File: src/hw/rtl/dwvd_pkg.sv
`timescale 1ns / 1ps
`default_nettype none

package dwvd_pkg;

  localparam int unsigned CAPACITY_DEF = 64;
  localparam int unsigned DATA_W       = 32;
  localparam int unsigned ACT_W        = 3;
  localparam int unsigned STAT_W       = 2;
  localparam int unsigned OCC_W        = 7;

  // Command codes carried in the request
  typedef enum logic [ACT_W-1:0] {
    ACT_PUSH_FRONT = 3'd0,
    ACT_PUSH_BACK  = 3'd1,
    ACT_POP_FRONT  = 3'd2,
    ACT_POP_BACK   = 3'd3,
    ACT_DELETE     = 3'd4,
    ACT_CLEAR      = 3'd5,
    ACT_READ_FIRST = 3'd6,
    ACT_READ_LAST  = 3'd7
  } action_e;

  // Result status codes
  typedef enum logic [STAT_W-1:0] {
    STAT_OK    = 2'd0,
    STAT_EMPTY = 2'd1,
    STAT_FULL  = 2'd2
  } status_e;

  // One result on its way from the sequencer to the output register
  typedef struct packed {
    logic                     valid;
    logic signed [DATA_W-1:0] data;
    status_e                  status;
    logic [OCC_W-1:0]         occupancy;
    logic                     last_of_run;
  } res_t;

endpackage

`default_nettype wire

File: src/hw/rtl/dwvd_req_if.sv
`timescale 1ns / 1ps
`default_nettype none

interface dwvd_req_if;
  logic                               valid;
  logic                               ready;
  logic [dwvd_pkg::ACT_W-1:0]         action;
  logic signed [dwvd_pkg::DATA_W-1:0] operand;

  modport source (output valid, output action, output operand, input ready);
  modport sink   (input valid, input action, input operand, output ready);
endinterface

`default_nettype wire

File: src/hw/rtl/dwvd_res_if.sv
`timescale 1ns / 1ps
`default_nettype none

interface dwvd_res_if;
  logic                               valid;
  logic                               ready;
  logic signed [dwvd_pkg::DATA_W-1:0] data;
  logic [dwvd_pkg::STAT_W-1:0]        status;
  logic [dwvd_pkg::OCC_W-1:0]         occupancy;
  logic                               last_of_run;

  modport source (output valid, output data, output status, output occupancy,
                  output last_of_run, input ready);
  modport sink   (input valid, input data, input status, input occupancy,
                  input last_of_run, output ready);
endinterface

`default_nettype wire

File: src/hw/rtl/dwvd_ram.sv
`timescale 1ns / 1ps
`default_nettype none

module dwvd_ram #(
  parameter int unsigned CAPACITY = dwvd_pkg::CAPACITY_DEF,
  localparam int unsigned AW      = (CAPACITY > 1) ? $clog2(CAPACITY) : 1
) (
  input  wire logic                               clk_i,
  input  wire logic                               we_i,
  input  wire logic                               re_i,
  input  wire logic [AW-1:0]                      addr_i,
  input  wire logic signed [dwvd_pkg::DATA_W-1:0] wdata_i,
  output logic signed [dwvd_pkg::DATA_W-1:0]      rdata_o
);

  logic signed [dwvd_pkg::DATA_W-1:0] mem_q [CAPACITY];
  logic signed [dwvd_pkg::DATA_W-1:0] rdata_q;

  // Write and registered read on one port; read data holds while idle
  always_ff @(posedge clk_i) begin
    if (we_i) begin
      mem_q[addr_i] <= wdata_i;
    end
    if (re_i) begin
      rdata_q <= mem_q[addr_i];
    end
  end

  assign rdata_o = rdata_q;

endmodule

`default_nettype wire

File: src/hw/rtl/dwvd_ctrl.sv
`timescale 1ns / 1ps
`default_nettype none

module dwvd_ctrl #(
  parameter int unsigned CAPACITY = dwvd_pkg::CAPACITY_DEF,
  localparam int unsigned AW      = (CAPACITY > 1) ? $clog2(CAPACITY) : 1,
  localparam int unsigned CW      = $clog2(CAPACITY + 1)
) (
  input  wire logic                               clk_i,
  input  wire logic                               rst_ni,
  input  wire logic                               req_valid_i,
  output logic                                    req_ready_o,
  input  wire logic [dwvd_pkg::ACT_W-1:0]         req_action_i,
  input  wire logic signed [dwvd_pkg::DATA_W-1:0] req_operand_i,
  input  wire logic                               res_ready_i,
  output dwvd_pkg::res_t                          res_o,
  output logic                                    mem_we_o,
  output logic                                    mem_re_o,
  output logic [AW-1:0]                           mem_addr_o,
  output logic signed [dwvd_pkg::DATA_W-1:0]      mem_wdata_o,
  input  wire logic signed [dwvd_pkg::DATA_W-1:0] mem_rdata_i
);

  typedef enum logic [6:0] {
    S_IDLE     = 7'b0000001,
    S_POP      = 7'b0000010,
    S_DEL_RD   = 7'b0000100,
    S_DEL_WR   = 7'b0001000,
    S_DEL_DONE = 7'b0010000,
    S_RD_RD    = 7'b0100000,
    S_RD_OUT   = 7'b1000000
  } state_e;

  localparam logic [AW:0]   CAP_SUM  = (AW + 1)'(CAPACITY);
  localparam logic [AW-1:0] CAP_LAST = AW'(CAPACITY - 1);
  localparam logic [CW-1:0] CAP_CNT  = CW'(CAPACITY);

  state_e                             state_q, state_d;
  logic [AW-1:0]                      head_q, head_d;
  logic [CW-1:0]                      count_q, count_d;
  logic signed [dwvd_pkg::DATA_W-1:0] op_q, op_d;
  logic [CW-1:0]                      idx_q, idx_d;
  logic [CW-1:0]                      kept_q, kept_d;
  logic [CW-1:0]                      end_q, end_d;

  logic [AW-1:0] off;
  logic [AW:0]   sum;
  logic [AW-1:0] addr;
  logic [AW-1:0] head_inc;
  logic          full;
  logic          empty;
  logic          accept;
  logic [CW-1:0] rd_len;
  logic [CW-1:0] rd_start;

  // Shared ring address unit: head plus offset, wrapped at the capacity
  assign sum  = {1'b0, head_q} + {1'b0, off};
  assign addr = (sum >= CAP_SUM) ? AW'(sum - CAP_SUM) : AW'(sum);

  assign head_inc = (head_q == CAP_LAST) ? '0 : head_q + AW'(1);
  assign full     = (count_q == CAP_CNT);
  assign empty    = (count_q == '0);

  assign req_ready_o = (state_q == S_IDLE) && res_ready_i;
  assign accept      = req_valid_i && req_ready_o;

  // Clip the read length to the count and pick the first entry to stream
  assign rd_len   = ($unsigned(req_operand_i) > 32'(count_q)) ? count_q
                                                               : req_operand_i[CW-1:0];
  assign rd_start = (dwvd_pkg::action_e'(req_action_i) == dwvd_pkg::ACT_READ_FIRST)
                    ? '0 : count_q - rd_len;

  assign mem_addr_o = addr;

  // Sequence each command through the ring address unit and the memory
  always_comb begin
    state_d     = state_q;
    head_d      = head_q;
    count_d     = count_q;
    op_d        = op_q;
    idx_d       = idx_q;
    kept_d      = kept_q;
    end_d       = end_q;
    off         = '0;
    mem_we_o    = 1'b0;
    mem_re_o    = 1'b0;
    mem_wdata_o = req_operand_i;
    res_o       = '0;

    unique case (state_q)
      S_IDLE: begin
        if (accept) begin
          case (dwvd_pkg::action_e'(req_action_i))
            dwvd_pkg::ACT_PUSH_FRONT, dwvd_pkg::ACT_PUSH_BACK: begin
              res_o.valid       = 1'b1;
              res_o.last_of_run = 1'b1;
              if (full) begin
                res_o.status    = dwvd_pkg::STAT_FULL;
                res_o.occupancy = dwvd_pkg::OCC_W'(count_q);
              end else begin
                off      = (dwvd_pkg::action_e'(req_action_i) == dwvd_pkg::ACT_PUSH_FRONT)
                           ? CAP_LAST : count_q[AW-1:0];
                mem_we_o = 1'b1;
                if (dwvd_pkg::action_e'(req_action_i) == dwvd_pkg::ACT_PUSH_FRONT) begin
                  head_d = addr;
                end
                count_d         = count_q + CW'(1);
                res_o.status    = dwvd_pkg::STAT_OK;
                res_o.occupancy = dwvd_pkg::OCC_W'(count_q + CW'(1));
              end
            end
            dwvd_pkg::ACT_POP_FRONT, dwvd_pkg::ACT_POP_BACK: begin
              if (empty) begin
                res_o.valid       = 1'b1;
                res_o.last_of_run = 1'b1;
                res_o.status      = dwvd_pkg::STAT_EMPTY;
              end else begin
                mem_re_o = 1'b1;
                count_d  = count_q - CW'(1);
                if (dwvd_pkg::action_e'(req_action_i) == dwvd_pkg::ACT_POP_FRONT) begin
                  off    = '0;
                  head_d = head_inc;
                end else begin
                  off = AW'(count_q - CW'(1));
                end
                state_d = S_POP;
              end
            end
            dwvd_pkg::ACT_DELETE: begin
              if (empty) begin
                res_o.valid       = 1'b1;
                res_o.last_of_run = 1'b1;
                res_o.status      = dwvd_pkg::STAT_OK;
              end else begin
                op_d    = req_operand_i;
                idx_d   = '0;
                kept_d  = '0;
                state_d = S_DEL_RD;
              end
            end
            dwvd_pkg::ACT_CLEAR: begin
              count_d           = '0;
              head_d            = '0;
              res_o.valid       = 1'b1;
              res_o.last_of_run = 1'b1;
              res_o.status      = dwvd_pkg::STAT_OK;
            end
            default: begin
              // Reads of the first or last n entries
              if (empty) begin
                res_o.valid       = 1'b1;
                res_o.last_of_run = 1'b1;
                res_o.status      = dwvd_pkg::STAT_EMPTY;
              end else if (!req_operand_i[dwvd_pkg::DATA_W-1] && (req_operand_i != '0)) begin
                idx_d   = rd_start;
                end_d   = rd_start + rd_len - CW'(1);
                state_d = S_RD_RD;
              end
            end
          endcase
        end
      end
      S_POP: begin
        res_o.valid       = 1'b1;
        res_o.data        = mem_rdata_i;
        res_o.status      = dwvd_pkg::STAT_OK;
        res_o.occupancy   = dwvd_pkg::OCC_W'(count_q);
        res_o.last_of_run = 1'b1;
        if (res_ready_i) begin
          state_d = S_IDLE;
        end
      end
      S_DEL_RD: begin
        off      = idx_q[AW-1:0];
        mem_re_o = 1'b1;
        state_d  = S_DEL_WR;
      end
      S_DEL_WR: begin
        // Keep entries that differ, packed toward the head
        off         = kept_q[AW-1:0];
        mem_wdata_o = mem_rdata_i;
        if (mem_rdata_i != op_q) begin
          mem_we_o = 1'b1;
          kept_d   = kept_q + CW'(1);
        end
        idx_d   = idx_q + CW'(1);
        state_d = (idx_q + CW'(1) == count_q) ? S_DEL_DONE : S_DEL_RD;
      end
      S_DEL_DONE: begin
        res_o.valid       = 1'b1;
        res_o.status      = dwvd_pkg::STAT_OK;
        res_o.occupancy   = dwvd_pkg::OCC_W'(kept_q);
        res_o.last_of_run = 1'b1;
        if (res_ready_i) begin
          count_d = kept_q;
          state_d = S_IDLE;
        end
      end
      S_RD_RD: begin
        off      = idx_q[AW-1:0];
        mem_re_o = 1'b1;
        state_d  = S_RD_OUT;
      end
      S_RD_OUT: begin
        res_o.valid       = 1'b1;
        res_o.data        = mem_rdata_i;
        res_o.status      = dwvd_pkg::STAT_OK;
        res_o.occupancy   = dwvd_pkg::OCC_W'(count_q);
        res_o.last_of_run = (idx_q == end_q);
        if (res_ready_i) begin
          if (idx_q == end_q) begin
            state_d = S_IDLE;
          end else begin
            idx_d   = idx_q + CW'(1);
            state_d = S_RD_RD;
          end
        end
      end
      default: begin
        state_d = S_IDLE;
      end
    endcase
  end

  // Hold sequencer and queue control state
  always_ff @(posedge clk_i or negedge rst_ni) begin
    if (!rst_ni) begin
      state_q <= S_IDLE;
      head_q  <= '0;
      count_q <= '0;
    end else begin
      state_q <= state_d;
      head_q  <= head_d;
      count_q <= count_d;
    end
  end

  // Hold the walk counters and the delete value
  always_ff @(posedge clk_i) begin
    op_q   <= op_d;
    idx_q  <= idx_d;
    kept_q <= kept_d;
    end_q  <= end_d;
  end

endmodule

`default_nettype wire

File: src/hw/rtl/deque_with_value_delete.sv
// Bounded double-ended queue of signed 32-bit values kept as a ring in memory.
// Requests arrive on req_i (action, operand); results leave on res_o
// (data, status, occupancy, last_of_run), both valid/ready channels.
// Push and clear requests, and any request turned away as full or empty,
// give one result, captured by the output register as the request is accepted.
// A pop gives its result after one memory read.
// A delete walks the live entries one at a time (read, then compare and write
// back) and gives one result once the walk is done.
// A read of n entries streams them front to back, last_of_run on the final one;
// on a non-empty queue, n zero or negative gives no result.
// The block takes one request at a time: req_i.ready stays low until every
// result of the current request has entered the output register.
// A stalled receiver holds the output register; the sequencer waits on its
// next result, while a delete walk keeps running until its result is due.
// Reset empties the queue and sets the head to slot 0; the memory itself is
// not cleared and needs no clearing pass.
`timescale 1ns / 1ps
`default_nettype none

module deque_with_value_delete #(
  parameter int unsigned CAPACITY = dwvd_pkg::CAPACITY_DEF,
  localparam int unsigned AW      = (CAPACITY > 1) ? $clog2(CAPACITY) : 1
) (
  input wire logic   clk_i,
  input wire logic   rst_ni,
  dwvd_req_if.sink   req_i,
  dwvd_res_if.source res_o
);

  dwvd_pkg::res_t                     res;
  dwvd_pkg::res_t                     out_q;
  logic                               out_valid_q;
  logic                               res_ready;
  logic                               mem_we;
  logic                               mem_re;
  logic [AW-1:0]                      mem_addr;
  logic signed [dwvd_pkg::DATA_W-1:0] mem_wdata;
  logic signed [dwvd_pkg::DATA_W-1:0] mem_rdata;

  dwvd_ctrl #(
    .CAPACITY (CAPACITY)
  ) u_ctrl (
    .clk_i         (clk_i),
    .rst_ni        (rst_ni),
    .req_valid_i   (req_i.valid),
    .req_ready_o   (req_i.ready),
    .req_action_i  (req_i.action),
    .req_operand_i (req_i.operand),
    .res_ready_i   (res_ready),
    .res_o         (res),
    .mem_we_o      (mem_we),
    .mem_re_o      (mem_re),
    .mem_addr_o    (mem_addr),
    .mem_wdata_o   (mem_wdata),
    .mem_rdata_i   (mem_rdata)
  );

  dwvd_ram #(
    .CAPACITY (CAPACITY)
  ) u_ram (
    .clk_i   (clk_i),
    .we_i    (mem_we),
    .re_i    (mem_re),
    .addr_i  (mem_addr),
    .wdata_i (mem_wdata),
    .rdata_o (mem_rdata)
  );

  // Output register: free when empty or being drained this cycle
  assign res_ready = !out_valid_q || res_o.ready;

  always_ff @(posedge clk_i or negedge rst_ni) begin
    if (!rst_ni) begin
      out_valid_q <= 1'b0;
    end else if (res_ready) begin
      out_valid_q <= res.valid;
    end
  end

  // Capture the result payload
  always_ff @(posedge clk_i) begin
    if (res_ready && res.valid) begin
      out_q <= res;
    end
  end

  assign res_o.valid       = out_valid_q;
  assign res_o.data        = out_q.data;
  assign res_o.status      = out_q.status;
  assign res_o.occupancy   = out_q.occupancy;
  assign res_o.last_of_run = out_q.last_of_run;

  // Occupancy never exceeds the capacity
  assert property (@(posedge clk_i) disable iff (!rst_ni)
    res_o.valid |-> (res_o.occupancy <= dwvd_pkg::OCC_W'(CAPACITY)))
    else $error("occupancy above capacity");

  // A dropped push only happens on a full queue
  assert property (@(posedge clk_i) disable iff (!rst_ni)
    (res_o.valid && (res_o.status == dwvd_pkg::STAT_FULL))
      |-> (res_o.occupancy == dwvd_pkg::OCC_W'(CAPACITY)))
    else $error("full status with room left");

  // An empty report only happens on an empty queue
  assert property (@(posedge clk_i) disable iff (!rst_ni)
    (res_o.valid && (res_o.status == dwvd_pkg::STAT_EMPTY))
      |-> (res_o.occupancy == '0))
    else $error("empty status with entries held");

  // A request is taken only when the output register can take its result
  assert property (@(posedge clk_i) disable iff (!rst_ni)
    (req_i.valid && req_i.ready) |-> (!out_valid_q || res_o.ready))
    else $error("request accepted while output stalled");

endmodule

`default_nettype wire

File: src/flat_wrapper.sv
// flat-port wrapper written by rule: the top's interface ports become plain ports
module deque_with_value_delete_flat 
#(
  parameter int unsigned CAPACITY = dwvd_pkg::CAPACITY_DEF,
  localparam int unsigned AW      = (CAPACITY > 1) ? $clog2(CAPACITY) : 1
)
  (clk_i, rst_ni, req_i_valid, req_i_action, req_i_operand, req_i_ready, res_o_valid, res_o_data, res_o_status, res_o_occupancy, res_o_last_of_run, res_o_ready);
  dwvd_req_if req_i_i ();
  dwvd_res_if res_o_i ();
  input wire logic clk_i;
  input wire logic rst_ni;
  input wire logic [$bits(req_i_i.valid)-1:0] req_i_valid;
  input wire logic [$bits(req_i_i.action)-1:0] req_i_action;
  input wire logic [$bits(req_i_i.operand)-1:0] req_i_operand;
  output wire logic [$bits(req_i_i.ready)-1:0] req_i_ready;
  output wire logic [$bits(res_o_i.valid)-1:0] res_o_valid;
  output wire logic [$bits(res_o_i.data)-1:0] res_o_data;
  output wire logic [$bits(res_o_i.status)-1:0] res_o_status;
  output wire logic [$bits(res_o_i.occupancy)-1:0] res_o_occupancy;
  output wire logic [$bits(res_o_i.last_of_run)-1:0] res_o_last_of_run;
  input wire logic [$bits(res_o_i.ready)-1:0] res_o_ready;
  assign req_i_i.valid = req_i_valid;
  assign req_i_i.action = req_i_action;
  assign req_i_i.operand = req_i_operand;
  assign req_i_ready = req_i_i.ready;
  assign res_o_valid = res_o_i.valid;
  assign res_o_data = res_o_i.data;
  assign res_o_status = res_o_i.status;
  assign res_o_occupancy = res_o_i.occupancy;
  assign res_o_last_of_run = res_o_i.last_of_run;
  assign res_o_i.ready = res_o_ready;
  deque_with_value_delete #(.CAPACITY(CAPACITY)) u_core (.clk_i(clk_i), .rst_ni(rst_ni), .req_i(req_i_i), .res_o(res_o_i));
endmodule
File: config.mk
export PLATFORM = sky130hd
export DESIGN_NAME = deque_with_value_delete_flat
export DESIGN_NICKNAME = d
export VERILOG_FILES = /design/src/hw/rtl/dwvd_pkg.sv /design/src/hw/rtl/dwvd_req_if.sv /design/src/hw/rtl/dwvd_res_if.sv /design/src/hw/rtl/dwvd_ram.sv /design/src/hw/rtl/dwvd_ctrl.sv /design/src/hw/rtl/deque_with_value_delete.sv /design/src/flat_wrapper.sv
export SDC_FILE = /design/constraint.sdc
export NUM_CORES = 2
export LEC_CHECK = 0
export BUFFER_PORTS_ARGS = -buffer_cell sky130_fd_sc_hd__buf_2
export CORE_ASPECT_RATIO = 1.5
export CORE_MARGIN = 2
export CORE_UTILIZATION = 48
export DETAILED_ROUTE_END_ITERATION = 6
export SLEW_MARGIN = 20
export SYNTH_ARGS = -nofsm -noshare
export SYNTH_HDL_FRONTEND = slang
export SYNTH_HIERARCHICAL = 1
export SYNTH_SLANG_ARGS = --single-unit
File: constraint.sdc
create_clock -name clk_i -period 17.9 [get_ports clk_i]
set_input_delay 3.58 -clock clk_i [delete_from_list [all_inputs] [get_ports clk_i]]
set_output_delay 3.58 -clock clk_i [all_outputs]
set_load 0.1 [all_outputs]
==> flow_results.xml <==
<?xml version="1.0" encoding="UTF-8"?>
<metrics>
  <group name="floorplanning">
    <metric name="placement_rows" unit="">190</metric>
    <metric name="initial_utilization" unit="%">48.29</metric>
    <metric name="fp.dieArea" unit="um^2">183300</metric>
    <metric name="core_area" unit="um^2">178800</metric>
    <metric name="die_x" unit="um">350.3</metric>
    <metric name="floorplan.die.height" unit="um">523.4</metric>
    <metric name="io_pins" unit="">83</metric>
  </group>
  <group name="grt">
    <metric name="track_usage" unit="%">30.50</metric>
    <metric name="antenna_found_initial" unit="">21</metric>
    <metric name="globalRouteOverflowTotal" unit="">0</metric>
    <metric name="vias_in_the_first_global_route" unit="">50210</metric>
    <metric name="grt_start_max_net_pins" unit="">115</metric>
    <metric name="grt_first_pass_wirelength" unit="um">391800</metric>
  </group>
  <group name="finish">
    <metric name="layout-drive-gt1-share" unit="%">15.37</metric>
    <metric name="total_area_of_multi_input_combinational_cells" unit="um^2">19320</metric>
    <metric name="sequential_cell_area" unit="um^2">65840</metric>
    <metric name="fillers" unit="">14250</metric>
    <metric name="signed_area_change_from_the_synthesized_netlist_to_the_final_layout" unit="%">11.95</metric>
    <metric name="finish.net_count" unit="">5344</metric>
  </group>
  <group name="synthesis">
    <metric name="yosysUniqueCellTypes" unit="">91</metric>
    <metric name="synth.avg_cell_area" unit="um^2">16.74</metric>
    <metric name="syn_inst" unit="">5156</metric>
    <metric name="synth_enable_flop_cells" unit="">2175</metric>
    <metric name="synth_top_area_cell" unit="">sky130_fd_sc_hd__edfxtp_1</metric>
    <metric name="post_synth_instance_area" unit="um^2">86330</metric>
    <metric name="yosysWarnings" unit="">6</metric>
    <metric name="ys_seq_area_share" unit="%">76.27</metric>
    <metric name="synth.ff_latch_count" unit="">2196</metric>
    <metric name="postSynthNetCount" unit="">5225</metric>
    <metric name="synth_area_leaders" unit="">sky130_fd_sc_hd__edfxtp_1 (76%), sky130_fd_sc_hd__a221oi_1 (3.2%), sky130_fd_sc_hd__a22oi_1 (2.6%)</metric>
    <metric name="yosys.area.top_type_share" unit="%">75.66</metric>
    <metric name="asyncSetResetFlopFracSynth" unit="%">0.9563</metric>
    <metric name="yosys_most_used_dff" unit="">sky130_fd_sc_hd__edfxtp_1</metric>
  </group>
  <group name="sta">
    <metric name="setup_ws" unit="ns">8.025</metric>
    <metric name="layout_min_cycle_time" unit="ns">9.875</metric>
    <metric name="timing_max_transition_violations_final" unit="">0</metric>
    <metric name="rsz0062_at_grt" unit="">false</metric>
    <metric name="worst_slew_pin_slew" unit="ns">1.340</metric>
    <metric name="maxSlewHeadroom" unit="%">9.735</metric>
    <metric name="fmaxAchievable" unit="MHz">101.3</metric>
    <metric name="final.setup_skew" unit="ns">0.04580</metric>
    <metric name="setup_violations" unit="">0</metric>
    <metric name="setup-tns-final" unit="ns">0</metric>
    <metric name="whs" unit="ns">0.5787</metric>
    <metric name="hold_viol_final" unit="">0</metric>
    <metric name="share_of_the_clock_period_used_by_the_worst_path" unit="%">55.17</metric>
  </group>
  <group name="placement">
    <metric name="post-place-ws" unit="ns">7.221</metric>
    <metric name="gp_routability_congestion" unit="">0.9487</metric>
    <metric name="hpwlAfterDp" unit="um">171100</metric>
    <metric name="io_buffers" unit="">82</metric>
  </group>
  <group name="routing">
    <metric name="drt_wl_total" unit="um">282100</metric>
    <metric name="remaining_drc_errors" unit="">0</metric>
    <metric name="vias_per_cell" unit="">6.629</metric>
    <metric name="drtAntennaViolNets" unit="">0</metric>
    <metric name="drt_iter0_drc" unit="">7195</metric>
    <metric name="first_pass_iters" unit="">6</metric>
    <metric name="drt-wirelength-per-cell" unit="um">35.99</metric>
    <metric name="routed-via-count" unit="">51950</metric>
  </group>
  <group name="clocking">
    <metric name="cts-resized-gates" unit="">0</metric>
    <metric name="clk_pin_slew" unit="ns">0.07</metric>
    <metric name="worstSkewPairLatency" unit="ns">0.85</metric>
    <metric name="numCtsBuffers" unit="">200</metric>
    <metric name="post_cts_hold_buffer_count" unit="">0</metric>
    <metric name="cts_setup_buffers" unit="">0</metric>
    <metric name="clock_sinks" unit="">2196</metric>
    <metric name="cts_tree" unit="">done</metric>
    <metric name="ctsLongestPathBuffers" unit="">4</metric>
    <metric name="cell_chosen_for_the_clock_root" unit="">sky130_fd_sc_hd__clkbuf_16</metric>
    <metric name="cts_htree_levels" unit="">4</metric>
  </group>
  <group name="worst_setup_path">
    <metric name="cp.required" unit="ns">18.44</metric>
    <metric name="regToRegSetupSlack" unit="ns">9.62</metric>
    <metric name="cp_max_fo" unit="">48</metric>
    <metric name="worst-setup-path-type" unit="">in2reg</metric>
    <metric name="critical_path.startpoint_type" unit="">primary input</metric>
    <metric name="critPathArrivalTime" unit="ns">10.42</metric>
    <metric name="critical_path_capture_point_type" unit="">flip-flop</metric>
  </group>
  <group name="run">
    <metric name="cap_violations" unit="">0</metric>
  </group>
  <group name="pwr">
    <metric name="post-layout-total-power" unit="mW">17.85</metric>
    <metric name="vdd_drop_max" unit="mV">0.1720</metric>
    <metric name="power-per-cell-area" unit="nW/um^2">184.7</metric>
    <metric name="power_leakage" unit="nW">30.75</metric>
  </group>
  <group name="status">
    <metric name="result_of_the_run" unit="">completed</metric>
  </group>
  <group name="min_path">
    <metric name="worstHoldPathType" unit="">reg2reg</metric>
  </group>
</metrics>
cells in the mapped netlist (44+ instances only):
cell type,instances
sky130_fd_sc_hd__mux2_2,77
sky130_fd_sc_hd__nand2_1,209
sky130_fd_sc_hd__a21oi_1,197
sky130_fd_sc_hd__o22ai_1,140
sky130_fd_sc_hd__mux4_2,45
sky130_fd_sc_hd__edfxtp_1,2175
sky130_fd_sc_hd__o21ai_0,145
sky130_fd_sc_hd__nor3_1,55
sky130_fd_sc_hd__a221oi_1,312
sky130_fd_sc_hd__a211oi_1,44
sky130_fd_sc_hd__mux2i_1,177
sky130_fd_sc_hd__xor2_1,47
sky130_fd_sc_hd__clkbuf_1,156
sky130_fd_sc_hd__a22oi_1,304
sky130_fd_sc_hd__nor2_1,246
sky130_fd_sc_hd__buf_2,132
per-layer routing:
layer	track usage, %	part of all wire [%]
met3	5.725	9.6
met2	49.16	47
met5	0	0.033
met1	37.25	35
met4	21.33	8.2
where the power goes:
| part | total (mW) | switching, mW | internal [mW] |
|---|---|---|---|
| clock | 4.18 | 1.86 | 2.32 |
| combinational | 7.66 | 5.51 | 2.15 |
| sequential | 6.01 | 0.126 | 5.88 |
worst paths after layout:
kind	from	depth (start not counted)	endpoint
worst max-delay path	res_o_ready	20	u_core/u_ram/rdata_o[10]
worst min-delay path	u_core/u_ctrl/head_q[2]	2	u_core/u_ctrl/head_q[2]
worst max register to register	u_core/u_ctrl/state_q[1]	20	u_core/u_ram/rdata_o[10]
worst min register to register	u_core/u_ctrl/head_q[2]	2	u_core/u_ctrl/head_q[2]
max in group asynchronous	rst_ni	1	u_core/u_ctrl/head_q[0]
min in group asynchronous	rst_ni	1	u_core/u_ctrl/state_q[3]
state kept, by name (all words and copies together) (netlist names):
register / flops
u_core/u_ctrl/count_q: 7
u_core/u_ctrl/kept_q: 7
u_core/u_ram/rdata_o: 32
u_core/u_ctrl/op_q: 32
u_core/res_o.occupancy: 7
u_core/u_ctrl/state_q: 7
u_core/u_ctrl/end_q: 7
u_core/res_o.last_of_run: 1
u_core/res_o.data: 32
u_core/res_o.valid: 1
u_core/u_ctrl/idx_q: 7
u_core/u_ram/mem_q: 2048
u_core/u_ctrl/head_q: 6
u_core/res_o.status: 2
critical path, stage by stage:
cell and delay (ns):
sky130_fd_sc_hd__buf_2 0.08, sky130_fd_sc_hd__nand2b_4 0.19, sky130_fd_sc_hd__and2_1 0.22, sky130_fd_sc_hd__nand2_1 0.24, sky130_fd_sc_hd__or2_2 0.40, sky130_fd_sc_hd__o21ai_0 0.29, sky130_fd_sc_hd__ha_4 0.19, sky130_fd_sc_hd__inv_1 0.05
sky130_fd_sc_hd__fa_1 0.41, sky130_fd_sc_hd__xnor2_2 0.16, sky130_fd_sc_hd__buf_4 0.58, sky130_fd_sc_hd__buf_4 0.64, sky130_fd_sc_hd__buf_4 0.50, sky130_fd_sc_hd__buf_4 0.65, sky130_fd_sc_hd__mux2_2 0.41, sky130_fd_sc_hd__a221oi_1 0.32
sky130_fd_sc_hd__a21o_1 0.15, sky130_fd_sc_hd__o21ai_0 0.10, sky130_fd_sc_hd__a221oi_1 0.95, sky130_fd_sc_hd__nand4_1 0.18
placed cells by master, fill, tap and decap left out, drive strengths merged, types with 41 or more instances in the layout:
cell type,count
edfxtp,2175
a221oi,315
a22oi,304
buf,286
clkbuf,247
nor2,247
nand2,209
a21oi,197
mux2i,177
o21ai,149
o22ai,140
mux2,91
clkinv,84
nor3,56
xor2,47
mux4,45
a211oi,44
and2,41
inv,41
stage by stage:
step | std cells | utilization (%) | cell area [um^2]
4_1_cts | 7828 | 54.03 | 96590
3_3_place_gp | 7461 | 50.44 | 90180
2_1_floorplan | 5156 | - | 86330
6_report | 7837 | 54.06 | 96640
3_5_place_dp | 7470 | 50.55 | 90370
5_1_grt | 7832 | 54.05 | 96630
logic make-up (layout without fill, tap and decap cells):
kind of cell / count (synthesis) / in the layout / synth area share, %
buffers and inverters: 407 / 682 / 2.261
DFF: 2196 / 2196 / 76.27
adders and majority gates: 32 / 32 / 0.4754
muxes: 313 / 313 / 4.418
AOI/OAI and AO/OA: 1399 / 1399 / 11.81
other: 0 / 6 / 0
and+or+nand+nor: 732 / 732 / 3.990
xor gates and xnor gates: 77 / 77 / 0.7812
layout make-up:
class	instances	share of cell area, %
Tap cell	2400	3.107
Multi-Input combinational cell	2553	19.99
Inverter	36	0.1528
Antenna cell	6	0.01554
Clock inverter	113	1.036
Sequential cell	2196	68.13
Timing Repair Buffer	288	2.173
Clock buffer	245	5.398
No activity file was read; power rests on OpenSTA's default activity.
